**src/hdl/dplt_pkg.sv**
```systemverilog
`timescale 1ns / 1ps
`default_nettype none

package dplt_pkg;

   localparam int COUNT_BITS = 32;
   localparam logic [COUNT_BITS-1:0] COUNT_MAX = {COUNT_BITS{1'b1}};

   typedef enum logic [5:0] {
      ST_CLEAR  = 6'b000001,
      ST_IDLE   = 6'b000010,
      ST_SCAN   = 6'b000100,
      ST_DECIDE = 6'b001000,
      ST_UPDATE = 6'b010000,
      ST_OUT    = 6'b100000
   } state_type;

endpackage

`default_nettype wire

```
**src/hdl/dplt_ram.sv**
```systemverilog
`timescale 1ns / 1ps
`default_nettype none

module dplt_ram #(
   parameter int WIDTH = 8,
   parameter int DEPTH = 8
) (
   input  wire                      clock,
   input  wire                      wr_en,
   input  wire [$clog2(DEPTH)-1:0]  wr_addr,
   input  wire [WIDTH-1:0]          wr_data,
   input  wire                      rd_en,
   input  wire [$clog2(DEPTH)-1:0]  rd_addr,
   output logic [WIDTH-1:0]         rd_data
);

   logic [WIDTH-1:0] mem_ff [DEPTH];
   logic [WIDTH-1:0] rd_data_ff;

   always_ff @(posedge clock) begin
      if (wr_en) begin
         mem_ff[wr_addr] <= wr_data;
      end
      if (rd_en) begin
         rd_data_ff <= mem_ff[rd_addr];
      end
   end

   assign rd_data = rd_data_ff;

endmodule

`default_nettype wire

```
**src/hdl/demand_paging_lru_translator_unit.sv**
```systemverilog
`timescale 1ns / 1ps
`default_nettype none

// Demand-paging address translator with true LRU frame replacement. Each request word is a
// logical address (page number above the offset); the response word carries the physical
// address (frame above the same offset), a page-fault flag, the evicted page if any, and a
// saturating fault count. Residency is found by searching the per-frame table (owner page,
// in-use flag, recency rank) held in one small RAM, so there is no per-page table. Frame 0 is
// reserved. Each request makes one read pass over frames 1..FRAME_COUNT-1 to find a hit, the
// lowest free frame or the oldest frame, then one read-modify-write pass to update ranks over
// the single RAM port pair. The block takes one request at a time; a finished response waits
// in an output register while the next request is taken. After reset a clearing pass over
// every frame runs before the first request is accepted.
module demand_paging_lru_translator_unit #(
   parameter int PAGE_BITS   = 5,
   parameter int OFFSET_BITS = 7,
   parameter int FRAME_COUNT = 8,
   localparam int FRAME_BITS = $clog2(FRAME_COUNT),
   localparam int REQ_BITS   = PAGE_BITS + OFFSET_BITS,
   localparam int REQ_WIDTH  = ((REQ_BITS + 7) / 8) * 8,
   localparam int PA_BITS    = FRAME_BITS + OFFSET_BITS,
   localparam int RSP_BITS   = PA_BITS + 2 + PAGE_BITS + 32,
   localparam int RSP_WIDTH  = ((RSP_BITS + 7) / 8) * 8
) (
   input  wire                   clock,
   input  wire                   reset,
   input  wire                   req_tvalid,
   output logic                  req_tready,
   // logical_address
   input  wire [REQ_WIDTH-1:0]   req_tdata,
   output logic                  rsp_tvalid,
   input  wire                   rsp_tready,
   // physical_address, page_fault, evicted_valid, evicted_page, fault_total
   output logic [RSP_WIDTH-1:0]  rsp_tdata
);

   import dplt_pkg::*;

   localparam int ENTRY_BITS = PAGE_BITS + 1 + FRAME_BITS;
   localparam logic [FRAME_BITS-1:0] FRAME_FIRST = FRAME_BITS'(1);
   localparam logic [FRAME_BITS-1:0] FRAME_LAST  = FRAME_BITS'(FRAME_COUNT - 1);

   typedef struct packed {
      logic [PAGE_BITS-1:0]  owner;
      logic                  used;
      logic [FRAME_BITS-1:0] age;
   } entry_type;

   state_type state_ff, state_in;

   logic [PAGE_BITS-1:0]   page_ff, page_in;
   logic [OFFSET_BITS-1:0] offset_ff, offset_in;
   logic [FRAME_BITS-1:0]  addr_ff, addr_in;
   logic                   issue_ff, issue_in;
   logic                   tap_valid_ff, tap_valid_in;
   logic [FRAME_BITS-1:0]  tap_idx_ff, tap_idx_in;

   logic                   hit_ff, hit_in;
   logic [FRAME_BITS-1:0]  sel_ff, sel_in;
   logic [FRAME_BITS-1:0]  rank_ff, rank_in;
   logic                   free_found_ff, free_found_in;
   logic [FRAME_BITS-1:0]  free_ff, free_in;
   logic                   best_valid_ff, best_valid_in;
   logic [FRAME_BITS-1:0]  best_ff, best_in;
   logic [FRAME_BITS-1:0]  best_age_ff, best_age_in;
   logic [PAGE_BITS-1:0]   best_owner_ff, best_owner_in;

   logic [FRAME_BITS-1:0]  tgt_ff, tgt_in;
   logic [FRAME_BITS-1:0]  lim_ff, lim_in;
   logic                   fill_all_ff, fill_all_in;
   logic                   fault_ff, fault_in;
   logic                   ev_valid_ff, ev_valid_in;
   logic [PAGE_BITS-1:0]   ev_page_ff, ev_page_in;
   logic [COUNT_BITS-1:0]  count_ff, count_in;

   logic                   rsp_valid_ff, rsp_valid_in;
   logic [RSP_WIDTH-1:0]   rsp_data_ff, rsp_data_in;

   logic                   wr_en;
   logic [FRAME_BITS-1:0]  wr_addr;
   entry_type              wr_entry;
   logic [ENTRY_BITS-1:0]  rd_data;
   entry_type              rd_entry;

   assign rd_entry = entry_type'(rd_data);

   dplt_ram #(
      .WIDTH (ENTRY_BITS),
      .DEPTH (FRAME_COUNT)
   ) u_frame_ram (
      .clock   (clock),
      .wr_en   (wr_en),
      .wr_addr (wr_addr),
      .wr_data (ENTRY_BITS'(wr_entry)),
      .rd_en   (issue_ff),
      .rd_addr (addr_ff),
      .rd_data (rd_data)
   );

   assign req_tready = (state_ff == ST_IDLE);
   assign rsp_tvalid = rsp_valid_ff;
   assign rsp_tdata  = rsp_data_ff;

   always_comb begin
      state_in      = state_ff;
      page_in       = page_ff;
      offset_in     = offset_ff;
      addr_in       = addr_ff;
      issue_in      = issue_ff;
      tap_valid_in  = issue_ff;
      tap_idx_in    = addr_ff;
      hit_in        = hit_ff;
      sel_in        = sel_ff;
      rank_in       = rank_ff;
      free_found_in = free_found_ff;
      free_in       = free_ff;
      best_valid_in = best_valid_ff;
      best_in       = best_ff;
      best_age_in   = best_age_ff;
      best_owner_in = best_owner_ff;
      tgt_in        = tgt_ff;
      lim_in        = lim_ff;
      fill_all_in   = fill_all_ff;
      fault_in      = fault_ff;
      ev_valid_in   = ev_valid_ff;
      ev_page_in    = ev_page_ff;
      count_in      = count_ff;
      rsp_valid_in  = rsp_valid_ff && !rsp_tready;
      rsp_data_in   = rsp_data_ff;
      wr_en         = 1'b0;
      wr_addr       = tap_idx_ff;
      wr_entry      = rd_entry;

      // advance the read pointer over frames 1..last
      if (issue_ff) begin
         if (addr_ff == FRAME_LAST) begin
            issue_in = 1'b0;
         end else begin
            addr_in = addr_ff + FRAME_FIRST;
         end
      end

      unique case (state_ff)
         ST_CLEAR: begin
            wr_en          = 1'b1;
            wr_addr        = addr_ff;
            wr_entry.owner = '0;
            wr_entry.used  = 1'b0;
            wr_entry.age   = '0;
            if (addr_ff == FRAME_LAST) begin
               addr_in  = '0;
               state_in = ST_IDLE;
            end else begin
               addr_in = addr_ff + FRAME_FIRST;
            end
         end
         ST_IDLE: begin
            if (req_tvalid) begin
               page_in       = req_tdata[REQ_BITS-1:OFFSET_BITS];
               offset_in     = req_tdata[OFFSET_BITS-1:0];
               addr_in       = FRAME_FIRST;
               issue_in      = 1'b1;
               hit_in        = 1'b0;
               free_found_in = 1'b0;
               best_valid_in = 1'b0;
               state_in      = ST_SCAN;
            end
         end
         ST_SCAN: begin
            if (tap_valid_ff) begin
               if (rd_entry.used && rd_entry.owner == page_ff) begin
                  hit_in  = 1'b1;
                  sel_in  = tap_idx_ff;
                  rank_in = rd_entry.age;
               end
               if (!rd_entry.used && !free_found_ff) begin
                  free_found_in = 1'b1;
                  free_in       = tap_idx_ff;
               end
               if (rd_entry.used && (!best_valid_ff || rd_entry.age > best_age_ff)) begin
                  best_valid_in = 1'b1;
                  best_in       = tap_idx_ff;
                  best_age_in   = rd_entry.age;
                  best_owner_in = rd_entry.owner;
               end
               if (tap_idx_ff == FRAME_LAST) begin
                  state_in = ST_DECIDE;
               end
            end
         end
         ST_DECIDE: begin
            fill_all_in = 1'b0;
            fault_in    = !hit_ff;
            ev_valid_in = 1'b0;
            ev_page_in  = '0;
            if (!hit_ff && count_ff != COUNT_MAX) begin
               count_in = count_ff + COUNT_BITS'(1);
            end
            priority if (hit_ff) begin
               tgt_in = sel_ff;
               lim_in = rank_ff;
            end else if (free_found_ff) begin
               tgt_in      = free_ff;
               lim_in      = '0;
               fill_all_in = 1'b1;
            end else begin
               tgt_in      = best_ff;
               lim_in      = best_age_ff;
               ev_valid_in = 1'b1;
               ev_page_in  = best_owner_ff;
            end
            addr_in  = FRAME_FIRST;
            issue_in = 1'b1;
            state_in = ST_UPDATE;
         end
         ST_UPDATE: begin
            if (tap_valid_ff) begin
               wr_en = 1'b1;
               if (tap_idx_ff == tgt_ff) begin
                  wr_entry.owner = page_ff;
                  wr_entry.used  = 1'b1;
                  wr_entry.age   = '0;
               end else if (rd_entry.used && (fill_all_ff || rd_entry.age < lim_ff)) begin
                  wr_entry.age = rd_entry.age + FRAME_BITS'(1);
               end
               if (tap_idx_ff == FRAME_LAST) begin
                  state_in = ST_OUT;
               end
            end
         end
         ST_OUT: begin
            // hold until the response register is free
            if (!rsp_valid_ff || rsp_tready) begin
               rsp_valid_in = 1'b1;
               rsp_data_in  = RSP_WIDTH'({count_ff, ev_page_ff, ev_valid_ff, fault_ff,
                                          tgt_ff, offset_ff});
               state_in     = ST_IDLE;
            end
         end
         default: begin
            state_in = ST_IDLE;
         end
      endcase
   end

   always_ff @(posedge clock) begin
      if (reset) begin
         state_ff     <= ST_CLEAR;
         addr_ff      <= '0;
         issue_ff     <= 1'b0;
         tap_valid_ff <= 1'b0;
         count_ff     <= '0;
         rsp_valid_ff <= 1'b0;
      end else begin
         state_ff     <= state_in;
         addr_ff      <= addr_in;
         issue_ff     <= issue_in;
         tap_valid_ff <= tap_valid_in;
         count_ff     <= count_in;
         rsp_valid_ff <= rsp_valid_in;
      end
   end

   always_ff @(posedge clock) begin
      page_ff       <= page_in;
      offset_ff     <= offset_in;
      tap_idx_ff    <= tap_idx_in;
      hit_ff        <= hit_in;
      sel_ff        <= sel_in;
      rank_ff       <= rank_in;
      free_found_ff <= free_found_in;
      free_ff       <= free_in;
      best_valid_ff <= best_valid_in;
      best_ff       <= best_in;
      best_age_ff   <= best_age_in;
      best_owner_ff <= best_owner_in;
      tgt_ff        <= tgt_in;
      lim_ff        <= lim_in;
      fill_all_ff   <= fill_all_in;
      fault_ff      <= fault_in;
      ev_valid_ff   <= ev_valid_in;
      ev_page_ff    <= ev_page_in;
      rsp_data_ff   <= rsp_data_in;
   end

endmodule

`default_nettype wire

```
**config.mk**
```make
export PLATFORM = sky130hd
export DESIGN_NAME = demand_paging_lru_translator_unit
export DESIGN_NICKNAME = d
export VERILOG_FILES = /design/src/hdl/dplt_pkg.sv /design/src/hdl/dplt_ram.sv /design/src/hdl/demand_paging_lru_translator_unit.sv
export SDC_FILE = /design/constraint.sdc
export NUM_CORES = 1
export LEC_CHECK = 0
export BUFFER_PORTS_ARGS = -buffer_cell sky130_fd_sc_hd__buf_2
export CORE_AREA = 2 2 147 149
export CTS_CLUSTER_SIZE = 20
export DETAILED_ROUTE_END_ITERATION = 8
export DIE_AREA = 0 0 149 151
export PLACE_DENSITY = 0.61
export SYNTH_ARGS = -nofsm -noshare
export SYNTH_HDL_FRONTEND = slang
export SYNTH_HIERARCHICAL = 1
export SYNTH_SLANG_ARGS = --single-unit
```
**constraint.sdc**
```tcl
create_clock -name clock -period 3.61 [get_ports clock]
set_input_delay 0.361 -clock clock [delete_from_list [all_inputs] [get_ports clock]]
set_output_delay 0.361 -clock clock [all_outputs]
set_load 0.005 [all_outputs]
```
# [After elaboration in Yosys (flattened, before gate mapping)]
# Memories as Yosys holds them, arrays and structs flattened. A register that Yosys moved wholly into a read port is not among the register bits.
# Index checks and enable logic that the tools add are counted.
# W data, S select, Z words.
[totals] memories=1 ff_bits=145 wordCells=124 ram_bits=72
[memory_table] memory="u_frame_ram.mem_ff" depth=8 word_bits=9 rd=1 rd_ports_with_merged_regs=1 wr=1 line_no="dplt_ram.sv:17" rtl="logic [WIDTH-1:0] mem_ff [DEPTH];"
[op_classes] eq_ne=21 muxes=45 order_cmp=2 add_sub_neg=3 reduce_logical=27
[ops] operator="$mux W6" n=8
[ops] operator="$pmux W6 S6" n=1
[ops] operator="$mux W3" n=11
[ops] operator="$add A32 B1 Y32 const B" n=1
[ops] operator="$ne A32 B32 Y1 const B" n=1
[ops] operator="$ne A2 B2 Y1 const B" n=10
[ops] operator="$pmux W9 S2" n=1
[ops] operator="$mux W1" n=17
[ops] operator="$reduce_and A4 Y1" n=3
[ops] operator="$pmux W1 S2" n=5
[ops] operator="$mux W9" n=1
[ops] operator="$pmux W3 S3" n=1
[ops] operator="$reduce_and A3 Y1" n=3
[ops] operator="$reduce_and A7 Y1" n=1
[ops] operator="$add A3 B1 Y3 const B" n=2
[ops] operator="$eq A3 B3 Y1 const B" n=2
[ops] operator="$eq A6 B1 Y1 const B" n=1
[ops] operator="$eq A6 B2 Y1 const B" n=1
[ops] operator="$eq A6 B3 Y1 const B" n=1
[ops] operator="$eq A6 B4 Y1 const B" n=1
[ops] operator="$eq A6 B5 Y1 const B" n=1
[ops] operator="$eq A6 B6 Y1 const B" n=1
[ops] operator="$logic_and A1 B1 Y1" n=6
[ops] operator="$logic_not A1 Y1" n=6
[ops] operator="other kinds (8)" n=12

# [Logic depth before layout (Yosys ltp)]
[depth] word_depth=7 mapped_depth=9 mapped_depth_nobuf=7

# [By module]
# Netlist, hierarchy kept.
[by_module_without_submodules] mod="demand_paging_lru_translator_unit" instances=1 area_per_inst_um2=5948.2 cells_each=481 seq_area_each_um2=3883.7
[by_module_without_submodules] mod="dplt_ram" instances=1 area_per_inst_um2=3109.2 cells_each=126 seq_area_each_um2=2432.3

# [Least setup slack after synthesis]
# No wires, ideal clock.
[synth_timing] path_kind="flip-flop to flip-flop" startpoint="register state_ff[1]" endpoint="register rsp_data_ff[0], in the netlist rsp_tdata[0], enable pin" synth_period_minus_slack_ns=3.545 n_path_buf=0 path_stages_with_launch=4 t_arrival_ns=3.089 path_slack_ns=0.065 cell_sequence="dfxtp_1 > nor4_1 > nand3b_1 > nor2_1"
[synth_via] elab_chain_len=2
[synth_lines] element="start, declared" line_no="demand_paging_lru_translator_unit.sv:49" rtl="state_type state_ff, state_in;"
[synth_lines] element="start signal, assigned" line_no="demand_paging_lru_translator_unit.sv:255" rtl="state_ff <= state_in;"
[synth_lines] element="$eq A6 B6 Y1" line_no="demand_paging_lru_translator_unit.sv:143" rtl="unique case (state_ff)"
[synth_lines] element="$reduce_and A2 Y1 (no line)"
[synth_lines] element="end signal, assigned" line_no="demand_paging_lru_translator_unit.sv:283" rtl="rsp_data_ff <= rsp_data_in;"
[synth_lines] element="end, declared" line_no="demand_paging_lru_translator_unit.sv:77" rtl="logic [RSP_WIDTH-1:0] rsp_data_ff, rsp_data_in;"
# No other way between the ends.
# A chain may end at the register's enable or synchronous reset.

==> impl_results.md <==
* Antenna diodes at 0
* Post-CTS setup buffer count at 0
* DRT iter0 DRCs at around 370
* Post-Synthesis Cell Area at between 9000 and 10000 um^2
* # DRC at 0
* Crit path capture type: register
* Layout cells sized above 1 at 19.9%
* Slowest CP cell: o21ai_0
* Clk_lat worst skew at approximately 0.52 ns
* Wire length per cell at approximately 17 um
* CP bufs+invs at 0
* Fin crit share at between 70% and 80%
* FF+latch count, synth at around 230
* Initial Util at around 43%
* Skew final at approximately 0.028 ns
* Synth Warn # at 6
* CTS tree: built
* Max Slew Vio Count at 0
* Tot GR Track Use at approximately 15%
* Cell family with most CP delay: compound AO/OA/AOI/OAI gates
* Row cnt at 53
* Root buffer cell: clkbuf_16
* Number of H-tree levels at 1
* NumNets Final at roughly 730
* Layout Area Growth over Synthesis at 16.7%
* Final Setup Violations at 0
* FFs w/ async S/R, synth at 0%
* Die area at 22500 um^2
* Final wirelength at between 15000 and 20000 um
* CTS Buffer Depth at 3
* Clock sinks at between 200 and 250
* Via density at ~5.3
* Most frequent cells in the layout: edfxtp_1, buf_2, dfxtp_1
* DP Area at 9740 um^2
* Critical path launch point type: register
* Filler Cells Inserted at about 1700
* Number of detailed-route iterations in the first pass at 4
* # port buffers at 66
* Antenna violations before repair at 0
* Leak at roughly 3.7 nW
* Cell count after synthesis at ~600
* First-pass GRT wire length at 26600 um
* Final hold vios at 0
* Fin area at between 10000 and 15000 um^2
* Num ports at approximately 80
* Critical Path, Cell by Cell: nor4_1 > nand2_1 > a21o_1 > o21a_1 > o21ai_0
* Final Critical Period at roughly 2.8 ns
* Syn Area/Cell at 14.9 um^2
* Commonest non-fill, non-tap cell in the layout: edfxtp_1
* CP required at 3.77 ns
* Largest net degree at the start of global routing at 48
* CTS buffer count at 23
* Largest stage delay, worst path at ~0.79 ns
* Routed Antenna Nets at 0
* CP Max Fanout at 8
* Outcome: complete, no violations
* Chip Width at approximately 150 um
* Total chip power at 6.84 mW
* Die H at around 150 um
* Fmax at around 0.36 GHz
* WP data arrival at 2.97 ns
* Worst-path clk slew at ~0.060 ns
* Max cap viols at 0
* Number of global-route vias before repair at slightly above 5000
* Top FF cell, synth: edfxtp_1
* Vias at about 5300
* HP Class: input pin to register
* Grt ovf at 0
* Critical path class: register to register
* CTS Hold Bufs at 4
* Worst Tran Pin Value at just over 1 ns
* Detail Placement HPWL at around 11000 um
* Core Area at approximately 21000 um^2
* VDD IR max at ~310 uV
* Rel. slew slack at 30.8%
* Cell variety after synth at 54
* Hold Worst Slack at 0.0176 ns
* Unrepaired setup endpoints after global routing: no
* PwrDens at ~650 nW/um^2
* Post-synthesis sequential area ratio at 69.7%
* Post_cts resized at 0
* Post-synth EDFFs at 179
* Final Wtd Congestion at approximately 0.78
* Post-Route Setup TNS at 0 ns
-- power breakdown --
group	switching (mW)	total (mW)	internal [mW]	leakage [nW]
Sequential	0.107	3.32	3.22	2.07
Combinational	0.654	1.14	0.484	1.26
Clock	0.976	2.38	1.40	0.374
-- kinds of logic after synthesis --
logic type	Yosys count	synth area share (%)
AO/OA/AOI/OAI	94	6.48
AND/OR/NAND/NOR	180	11.0
XOR/XNOR	9	0.870
buffers and inverters	47	2.58
other	1	0.0414
multiplexers	39	7.75
flip-flops	226	69.7
adder cells (fa/ha/maj)	11	1.52
-- cell type report --
class	instances	area, um^2	area share (%)
clock buffer	27	591	5.59
clock inverter	15	173	1.63
inverter	19	71.3	0.675
multi-input combinational	340	2540	24.0
sequential	226	6320	59.7
tap	275	344	3.25
timing repair buffer	90	541	5.11
-- synth_stat cells (8+ instances only) --
cell        n  area [um^2]
nand2_1    36          135
clkbuf_1   13         48.8
dfxtp_1    47          941
buf_4       8         60.1
or3_1      16          100
mux4_1     18          473
edfxtp_1  179         5380
nor2_1     23         86.3
ha_1       11          138
nor3_1     10         50.1
or4_1      10         75.1
o31ai_1    12         90.1
nand3_1    18         90.1
a21oi_1    30          150
nor4_1     10         62.6
nand4_1     8         50.1
nor2b_1    12         75.1
inv_1      19         71.3
mux2_2     15          169
o21ai_0    24          120
-- metrics by stage --
stage	setup WS (ns)	utilization, %	instances
after CTS	0.873	50.6	989
after global placement	1.01	46.8	943
after floorplan	0.0648	-	613
final	0.799	50.8	992
after global routing	0.559	50.8	992
after detailed placement	0.878	46.8	943
-- path summary, 6_finish.rpt --
kind	startpoint	to	slack (ns)	depth (start not counted)
worst min register to register	ev_page_ff[4]	rsp_tdata[16]	0.42	0
worst max register to register	state_ff[5]	u_frame_ram/mem_ff[2][1]	0.80	5
worst min-delay path	req_tdata[0]	offset_ff[0]	0.02	1
worst max-delay path	state_ff[5]	u_frame_ram/mem_ff[2][1]	0.80	5
-- routing by layer --
metal,wire [um],up-vias,track usage [%]
met5,0,-,0
met4,307,0,4.14
met3,789,23,2.20
met2,8160,133,25.8
met1,7460,2600,19.9
li1,-,2531,-
-- flip-flops by register name, indices dropped and copies added (netlist names), 5 cells and up --
signal	cells
u_frame_ram/mem_ff	72
rsp_tdata	49
count_ff	32
u_frame_ram/rd_data	9
offset_ff	7
state_ff	6
best_owner_ff	5
ev_page_ff	5
page_ff	5
(Power assumes the default switching activity.)
